`src/design/tti_pkg.sv`:
```
// tti_pkg: shared types and constants for the text-to-integer parser
// no dependencies
`default_nettype none

package tti_pkg;

  localparam int MAX_BASE_DEF = 16;
  localparam int SYM_COUNT    = 16;
  localparam int LEN_W        = 5;
  localparam int ACC_W        = 32;
  localparam int ADDR_W       = 5;
  localparam int DATA_W       = 64;

  localparam logic [7:0] CH_NUL   = 8'd0;
  localparam logic [7:0] CH_TAB   = 8'd9;
  localparam logic [7:0] CH_LF    = 8'd10;
  localparam logic [7:0] CH_CR    = 8'd13;
  localparam logic [7:0] CH_SPACE = 8'd32;
  localparam logic [7:0] CH_PLUS  = 8'd43;
  localparam logic [7:0] CH_MINUS = 8'd45;

  typedef enum logic [1:0] {
    REG_SYM_LO  = 2'd0,
    REG_SYM_HI  = 2'd1,
    REG_ALEN    = 2'd2,
    REG_UNUSED  = 2'd3
  } reg_idx_t;

  typedef enum logic [1:0] {
    PH_SPACE = 2'd0,
    PH_SIGN  = 2'd1,
    PH_DIGIT = 2'd2,
    PH_DONE  = 2'd3
  } phase_t;

  typedef struct packed {
    logic [SYM_COUNT-1:0][7:0] sym;
    logic [LEN_W-1:0]          used;
    logic                      ok;
  } alpha_t;

endpackage

`default_nettype wire

```
`src/design/tti_cfg.sv`:
```
// tti_cfg: apb register file for the digit alphabet and its validity check
// depends on tti_pkg
`default_nettype none

module tti_cfg #(
  parameter int MAX_BASE = tti_pkg::MAX_BASE_DEF
) (
  input  wire logic                       clk,
  input  wire logic                       rst,
  input  wire logic                       psel,
  input  wire logic                       penable,
  input  wire logic                       pwrite,
  input  wire logic [tti_pkg::ADDR_W-1:0] paddr,
  input  wire logic [tti_pkg::DATA_W-1:0] pwdata,
  output logic      [tti_pkg::DATA_W-1:0] prdata,
  output logic                            pready,
  output tti_pkg::alpha_t                 alpha
);
  import tti_pkg::*;

  logic [DATA_W-1:0] symbols_low;
  logic [DATA_W-1:0] symbols_high;
  logic [LEN_W-1:0]  alphabet_length;
  reg_idx_t          idx;
  logic              wr;
  logic [SYM_COUNT-1:0][7:0] sym;
  logic              ok;

  assign idx    = reg_idx_t'(paddr[4:3]);
  assign wr     = psel && penable && pwrite;
  assign pready = 1'b1;

  always_ff @(posedge clk) begin
    if (rst) begin
      symbols_low     <= '0;
      symbols_high    <= '0;
      alphabet_length <= '0;
    end else if (wr) begin
      unique case (idx)
        REG_SYM_LO: symbols_low     <= pwdata;
        REG_SYM_HI: symbols_high    <= pwdata;
        REG_ALEN:   alphabet_length <= pwdata[LEN_W-1:0];
        default:    ;
      endcase
    end
  end

  always_comb begin
    unique case (idx)
      REG_SYM_LO: prdata = symbols_low;
      REG_SYM_HI: prdata = symbols_high;
      REG_ALEN:   prdata = {{(DATA_W-LEN_W){1'b0}}, alphabet_length};
      default:    prdata = '0;
    endcase
  end

  assign sym = {symbols_high, symbols_low};

  // validity: length range, no forbidden characters, no duplicates
  always_comb begin
    ok = (alphabet_length >= LEN_W'(2)) && (alphabet_length <= LEN_W'(MAX_BASE));
    for (int i = 0; i < MAX_BASE; i++) begin
      if (LEN_W'(i) < alphabet_length) begin
        if (sym[i] == CH_NUL || sym[i] == CH_SPACE || sym[i] == CH_PLUS ||
            sym[i] == CH_MINUS || sym[i] == CH_TAB || sym[i] == CH_LF) begin
          ok = 1'b0;
        end
        for (int j = i + 1; j < MAX_BASE; j++) begin
          if (LEN_W'(j) < alphabet_length && sym[j] == sym[i]) begin
            ok = 1'b0;
          end
        end
      end
    end
  end

  always_comb begin
    alpha.sym  = sym;
    alpha.used = (alphabet_length > LEN_W'(MAX_BASE)) ? LEN_W'(MAX_BASE) : alphabet_length;
    alpha.ok   = ok;
  end

endmodule

`default_nettype wire

```
`src/design/tti_digit.sv`:
```
// tti_digit: parallel compare of one character against the digit alphabet
// depends on tti_pkg
`default_nettype none

module tti_digit #(
  parameter int MAX_BASE = tti_pkg::MAX_BASE_DEF,
  parameter int DIG_W    = (MAX_BASE > 1) ? $clog2(MAX_BASE) : 1
) (
  input  wire logic [7:0]       ch,
  input  wire tti_pkg::alpha_t  alpha,
  output logic                  hit,
  output logic [DIG_W-1:0]      dval
);
  import tti_pkg::*;

  logic [MAX_BASE-1:0] match;

  always_comb begin
    for (int i = 0; i < MAX_BASE; i++) begin
      match[i] = (alpha.sym[i] == ch) && (LEN_W'(i) < alpha.used);
    end
  end

  // first matching position wins
  always_comb begin
    hit  = |match;
    dval = '0;
    for (int i = MAX_BASE - 1; i >= 0; i--) begin
      if (match[i]) begin
        dval = DIG_W'(i);
      end
    end
  end

endmodule

`default_nettype wire

```
`src/design/tti_core.sv`:
```
// tti_core: input register, parse state machine with accumulator, result register
// depends on tti_pkg and tti_digit
`default_nettype none

module tti_core #(
  parameter int MAX_BASE = tti_pkg::MAX_BASE_DEF
) (
  input  wire logic                      clk,
  input  wire logic                      rst,
  input  wire tti_pkg::alpha_t           alpha,
  input  wire logic                      char_valid,
  output logic                           char_ready,
  input  wire logic [7:0]                ch,
  input  wire logic                      last_char,
  output logic                           result_valid,
  input  wire logic                      result_ready,
  output logic signed [tti_pkg::ACC_W-1:0] value,
  output logic                           alphabet_ok
);
  import tti_pkg::*;

  localparam int DIG_W = (MAX_BASE > 1) ? $clog2(MAX_BASE) : 1;

  logic             buf_valid;
  logic [7:0]       buf_ch;
  logic             buf_last;
  phase_t           phase;
  phase_t           phase_next;
  logic             negative;
  logic             negative_next;
  logic [ACC_W-1:0] acc;
  logic [ACC_W-1:0] acc_next;
  logic             process;
  logic             hit;
  logic [DIG_W-1:0] dval;
  logic             is_space;
  logic             is_sign;
  logic             take_sign;
  logic             take_digit;
  logic [ACC_W-1:0] acc_mul;

  tti_digit #(.MAX_BASE(MAX_BASE)) u_digit (
    .ch    (buf_ch),
    .alpha (alpha),
    .hit   (hit),
    .dval  (dval)
  );

  assign process    = buf_valid && (!buf_last || !result_valid || result_ready);
  assign char_ready = !buf_valid || process;

  always_ff @(posedge clk) begin
    if (rst) begin
      buf_valid <= 1'b0;
    end else if (char_ready) begin
      buf_valid <= char_valid;
    end
  end

  always_ff @(posedge clk) begin
    if (char_ready && char_valid) begin
      buf_ch   <= ch;
      buf_last <= last_char;
    end
  end

  assign is_space = (buf_ch >= CH_TAB && buf_ch <= CH_CR) || buf_ch == CH_SPACE;
  assign is_sign  = buf_ch == CH_PLUS || buf_ch == CH_MINUS;

  // next phase
  always_comb begin
    unique case (phase)
      PH_SPACE: begin
        if (is_space)    phase_next = PH_SPACE;
        else if (is_sign) phase_next = PH_SIGN;
        else if (hit)     phase_next = PH_DIGIT;
        else              phase_next = PH_DONE;
      end
      PH_SIGN: begin
        if (is_sign)  phase_next = PH_SIGN;
        else if (hit) phase_next = PH_DIGIT;
        else          phase_next = PH_DONE;
      end
      PH_DIGIT: begin
        if (hit) phase_next = PH_DIGIT;
        else     phase_next = PH_DONE;
      end
      default: phase_next = PH_DONE;
    endcase
  end

  // datapath updates
  always_comb begin
    take_sign  = (phase == PH_SPACE && !is_space && is_sign) ||
                 (phase == PH_SIGN && is_sign);
    take_digit = (phase_next == PH_DIGIT);
    acc_mul    = acc * ACC_W'(alpha.used);
    acc_next   = take_digit ? (acc_mul + ACC_W'(dval)) : acc;
    negative_next = negative ^ (take_sign && buf_ch == CH_MINUS);
  end

  always_ff @(posedge clk) begin
    if (rst) begin
      phase    <= PH_SPACE;
      negative <= 1'b0;
      acc      <= '0;
    end else if (process) begin
      if (buf_last) begin
        phase    <= PH_SPACE;
        negative <= 1'b0;
        acc      <= '0;
      end else begin
        phase    <= phase_next;
        negative <= negative_next;
        acc      <= acc_next;
      end
    end
  end

  always_ff @(posedge clk) begin
    if (rst) begin
      result_valid <= 1'b0;
    end else if (process && buf_last) begin
      result_valid <= 1'b1;
    end else if (result_ready) begin
      result_valid <= 1'b0;
    end
  end

  always_ff @(posedge clk) begin
    if (process && buf_last) begin
      alphabet_ok <= alpha.ok;
      if (!alpha.ok) begin
        value <= '0;
      end else if (negative_next) begin
        value <= signed'(ACC_W'(0) - acc_next);
      end else begin
        value <= signed'(acc_next);
      end
    end
  end

endmodule

`default_nettype wire

```
`src/design/text_to_integer_any_base.sv`:
```
// text_to_integer_any_base: parses a signed integer from a character stream
// in a configurable digit alphabet; one character per cycle while no last char waits
// on an unread result; result valid after the last char is accepted (input register,
// then result register). throughput is set by the combinational multiply-add loop.
// synchronous reset clears parse state, handshake state and all config registers.
// depends on tti_pkg, tti_cfg, tti_core
`default_nettype none

module text_to_integer_any_base #(
  parameter int MAX_BASE = tti_pkg::MAX_BASE_DEF
) (
  input  wire logic                        clk,
  input  wire logic                        rst,
  input  wire logic                        psel,
  input  wire logic                        penable,
  input  wire logic                        pwrite,
  input  wire logic [tti_pkg::ADDR_W-1:0]  paddr,
  input  wire logic [tti_pkg::DATA_W-1:0]  pwdata,
  output logic      [tti_pkg::DATA_W-1:0]  prdata,
  output logic                             pready,
  input  wire logic                        char_valid,
  output logic                             char_ready,
  input  wire logic [7:0]                  ch,
  input  wire logic                        last_char,
  output logic                             result_valid,
  input  wire logic                        result_ready,
  output logic signed [tti_pkg::ACC_W-1:0] value,
  output logic                             alphabet_ok
);
  import tti_pkg::*;

  alpha_t alpha;

  tti_cfg #(.MAX_BASE(MAX_BASE)) u_cfg (
    .clk     (clk),
    .rst     (rst),
    .psel    (psel),
    .penable (penable),
    .pwrite  (pwrite),
    .paddr   (paddr),
    .pwdata  (pwdata),
    .prdata  (prdata),
    .pready  (pready),
    .alpha   (alpha)
  );

  tti_core #(.MAX_BASE(MAX_BASE)) u_core (
    .clk          (clk),
    .rst          (rst),
    .alpha        (alpha),
    .char_valid   (char_valid),
    .char_ready   (char_ready),
    .ch           (ch),
    .last_char    (last_char),
    .result_valid (result_valid),
    .result_ready (result_ready),
    .value        (value),
    .alphabet_ok  (alphabet_ok)
  );

endmodule

`default_nettype wire

```
`config.mk`:
```
export PLATFORM = sky130hd
export DESIGN_NAME = text_to_integer_any_base
export DESIGN_NICKNAME = d
export VERILOG_FILES = /design/src/design/tti_pkg.sv /design/src/design/tti_cfg.sv /design/src/design/tti_digit.sv /design/src/design/tti_core.sv /design/src/design/text_to_integer_any_base.sv
export SDC_FILE = /design/constraint.sdc
export NUM_CORES = 2
export LEC_CHECK = 0
export BUFFER_PORTS_ARGS = -buffer_cell sky130_fd_sc_hd__clkbuf_2
export CELL_PAD_IN_SITES_DETAIL_PLACEMENT = 0
export CELL_PAD_IN_SITES_GLOBAL_PLACEMENT = 1
export CORE_MARGIN = 1.5
export CORE_UTILIZATION = 48
export DETAILED_ROUTE_END_ITERATION = 8
export PLACE_DENSITY = 0.88
export SLEW_MARGIN = 25
export SYNTH_ARGS = -nofsm -noshare
export SYNTH_HDL_FRONTEND = slang
export SYNTH_SLANG_ARGS = --single-unit
```
`constraint.sdc`:
```
create_clock -name clk -period 8.4 [get_ports clk]
set_input_delay 1.68 -clock clk [delete_from_list [all_inputs] [get_ports clk]]
set_output_delay 1.68 -clock clk [all_outputs]
set_load 0.02 [all_outputs]
```
==> results.md <==
- WL final: 119 mm
- Endpoint arrival time on the critical path: 8.12 ns
- Grt total ovfl: 0
- Area Growth Syn to Fin: 8.47%
- Clock Latency Late Sink: 0.60 ns
- PD cells: 85.7 mW/mm²
- RePlAce Congestion: 0.993
- LEAKAGE: 13.7 nW
- Synth Warn #: 0
- Switch Pwr: 861 µW
- Pint: 1.89 mW
- DP HPWL: 77.1 mm
- Syn avg cell area: 7.66 µm²
- Crit share post-route: 92.6%
- Fin. Hold Viols: 0
- Final Critical Period: 7.78 ns
- Sequential Power Share: 38.8%
- Max incr delay on CP: 1.05 ns
- Final std cells w/o fill: 4,647
- Clock Root Buffer: clkbuf_16
- #FFs+latches synth: 212
- CP max-delay cell: edfxtp_1
- Combinational share of power: 18.2%
- Core Region: 0.0607 mm²
- Yosys cell types: 80
- Pin count of the biggest net entering global routing: 97
- Setup bufs post-CTS: 0
- Post-synth top flop: dfxtp_1
- Rows: 90
- Global-route met1 utilization: 46.8%
- Critical path type: reg -> reg
- Post-synthesis sequential area ratio: 15.7%
- Cells after synthesis: 3,865
- Fin nets: 4,079
- Final Setup Violations: 0
- Final ANT Viol Nets: 0
- GRT busiest layer: met2
- FMAX: 129 MHz
- Clk buf depth: 3
- Hold bufs inserted after CTS: 0
- Worst setup EP type: register
- H-tree depth: 1
- Die Area: 0.0632 mm²
- Drt first pass iters: 6
- DRT iter0 DRCs: 4,048
- Die X: 251 µm
- PostCTS Resize Cnt: 0
- Pins Over Slew Limit: 0
- Total track usage: 37.0%
- Most common cell after layout, fill and taps aside: xnor2_1
- Commonest non-fill, non-tap cells in the layout: xnor2_1 (760), nand2_1 (428), xor2_1 (393)
- Port Buf Inserts: 180
- RSZ-0062 raised after global routing: no
- Max cap viols: 0
- Switching share of power: 31.3%
- Synth async-reset ratio: 0%
- Filler cells: 5,794
- Worst Path Required: 8.74 ns
- Vias/cell: 6.34
- Slew headroom: 29.7%
- Clock network fraction of design power: 43.0%
- Crit-path max FO: 8
- Slew @ Worst Pin: 1.05 ns
- Initial Util: 48.8%
- M2 GR Usage: 55.8%
- Status: complete, no violations
- Layout cells sized above 1: 12.2%
- Clock sink count: 212
- GRT met3 Usage: 10.0%
- I/O pin count: 185
- Clock-pin slew on the worst setup and hold paths: 0.06 ns
- Crit start category: register
- Vias in the first global route: 28,000
- First-pass GRT wire length: 178 mm
- Drt drc: 0
- N_diodes: 0
- Synth Cell Area: 0.0296 mm²
- Placed cell count: 4,597
- CTS tree: done
- DR vias: 29,500
- Syn nets: 4,099
- Fin Setup TNS: 0 ns
- Die Height: 251 µm
- CTS buffer count: 27
- Initial antenna violation count: 2
- Final Skew: 0.0242 ns
- Number of flops mapped to enable cells by yosys: 42
- Hold Path Class: reg -> reg
- Drt wl/cell: 25.7 µm
- Peak supply drop: 0.000147 V
[flip-flops by register name, summed over array words and instances, names as in the netlist]
name                   cells
u_cfg.symbols_high        64
u_cfg.symbols_low         64
u_core.acc                32
u_core.value              32
u_core.buf_ch              8
u_cfg.alphabet_length      5
u_core.phase               2
u_core.alphabet_ok         1
u_core.buf_last            1
u_core.buf_valid           1
u_core.negative            1
u_core.result_valid        1
[metrics by stage]
stage | worst slack, ns | area [µm²] | utilization [%] | power [mW] | hold WS (ns)
2_1_floorplan | 2.07 | 29600 | - | 1.42 | 0.457
3_3_place_gp | 0.999 | 31200 | 51.4 | 1.57 | 0.506
3_5_place_dp | 0.913 | 31200 | 51.4 | 1.57 | 0.509
4_1_cts | 0.936 | 32100 | 52.9 | 2.75 | 0.525
5_1_grt | 0.307 | 32100 | 52.9 | 2.83 | 0.566
6_report | 0.620 | 32100 | 52.9 | 2.75 | 0.526
[cell usage after synthesis (9+ instances only)]
cell type,count,share of area [%]
o211ai_1,10,0.25
buf_1,167,2.1
nand4_1,181,3.8
nor2b_1,11,0.23
or3_1,20,0.42
o311ai_0,10,0.30
or4_1,9,0.23
xor2_1,394,12
edfxtp_1,42,4.3
a22oi_1,22,0.56
a31oi_1,40,0.84
a21oi_1,228,3.9
a211oi_1,16,0.41
mux2i_1,82,2.8
inv_1,84,1.1
clkbuf_1,151,1.9
nor4_1,121,2.6
nand4b_1,19,0.56
buf_4,13,0.33
nand2_1,429,5.4
buf_6,15,0.57
nand2b_1,11,0.23
o21ai_0,61,1.0
ha_1,63,2.7
and2_1,69,1.5
xnor2_1,760,22
buf_2,86,1.5
nand3_1,53,0.90
o31ai_1,14,0.35
nor3_1,98,1.7
dfxtp_1,170,11
and3_1,9,0.19
a21o_1,10,0.25
nor2_1,205,2.6
nor3b_1,15,0.38
fa_1,86,5.8
[logic make-up after synthesis]
| logic type | synth area share (%) |
|---|---|
| AOI/OAI and AO/OA | 9.97 |
| xor gates and xnor gates | 34.1 |
| adders and majority gates | 8.47 |
| buffers and inverters | 7.47 |
| DFF | 15.7 |
| muxes | 2.86 |
| other | 0.0127 |
| and+or+nand+nor | 21.3 |
[final timing paths]
path,start,endpoint,slack (ns),depth (start not counted)
worst max register to register,u_core.buf_ch[6],u_core.value[31],0.62,27
worst max-delay path,u_core.buf_ch[6],u_core.value[31],0.62,27
worst min-delay path,u_core.phase[1],u_core.phase[1],0.53,2
worst min register to register,u_core.phase[1],u_core.phase[1],0.53,2
[cell type report]
type / instances / area, µm² / share of cell area, %
clock buffers: 37 / 774 / 2.41
clock inverters: 12 / 92.6 / 0.288
inverters: 84 / 315 / 0.981
multi-input cells: 3136 / 22800 / 71.0
flip-flops and latches: 212 / 4670 / 14.5
well taps: 782 / 978 / 3.05
repair buffers: 384 / 2490 / 7.75
[metal layers]
layer / vias to the layer above / routed length, µm / part of all wire [%]
li1: 12900 / - / -
met1: 13900 / 45100 / 38
met2: 2088 / 50100 / 42
met3: 607 / 15600 / 13
met4: 2 / 8590 / 7.2
met5: - / 13 / 0.011
[critical path, delay by kind of cell (launching register included)]
family                     cells  cell delay [ns]
AOI/OAI and AO/OA              8             2.44
adders and majority gates      4             1.03
xor gates and xnor gates       2             0.35
and+or+nand+nor               10             2.21
DFF                            1             1.05
buffers and inverters          3             0.45
[power by group through the flow]
stage                     Combinational, mW  Clock, mW  Sequential (mW)
final                                 0.502       1.18             1.07
after global placement                0.479          0             1.09
after global routing                  0.531       1.23             1.07
after detailed placement              0.485          0             1.09
after floorplan                       0.335          0             1.09
after CTS                             0.487       1.20             1.07
No activity file was read; power rests on OpenSTA's default activity.
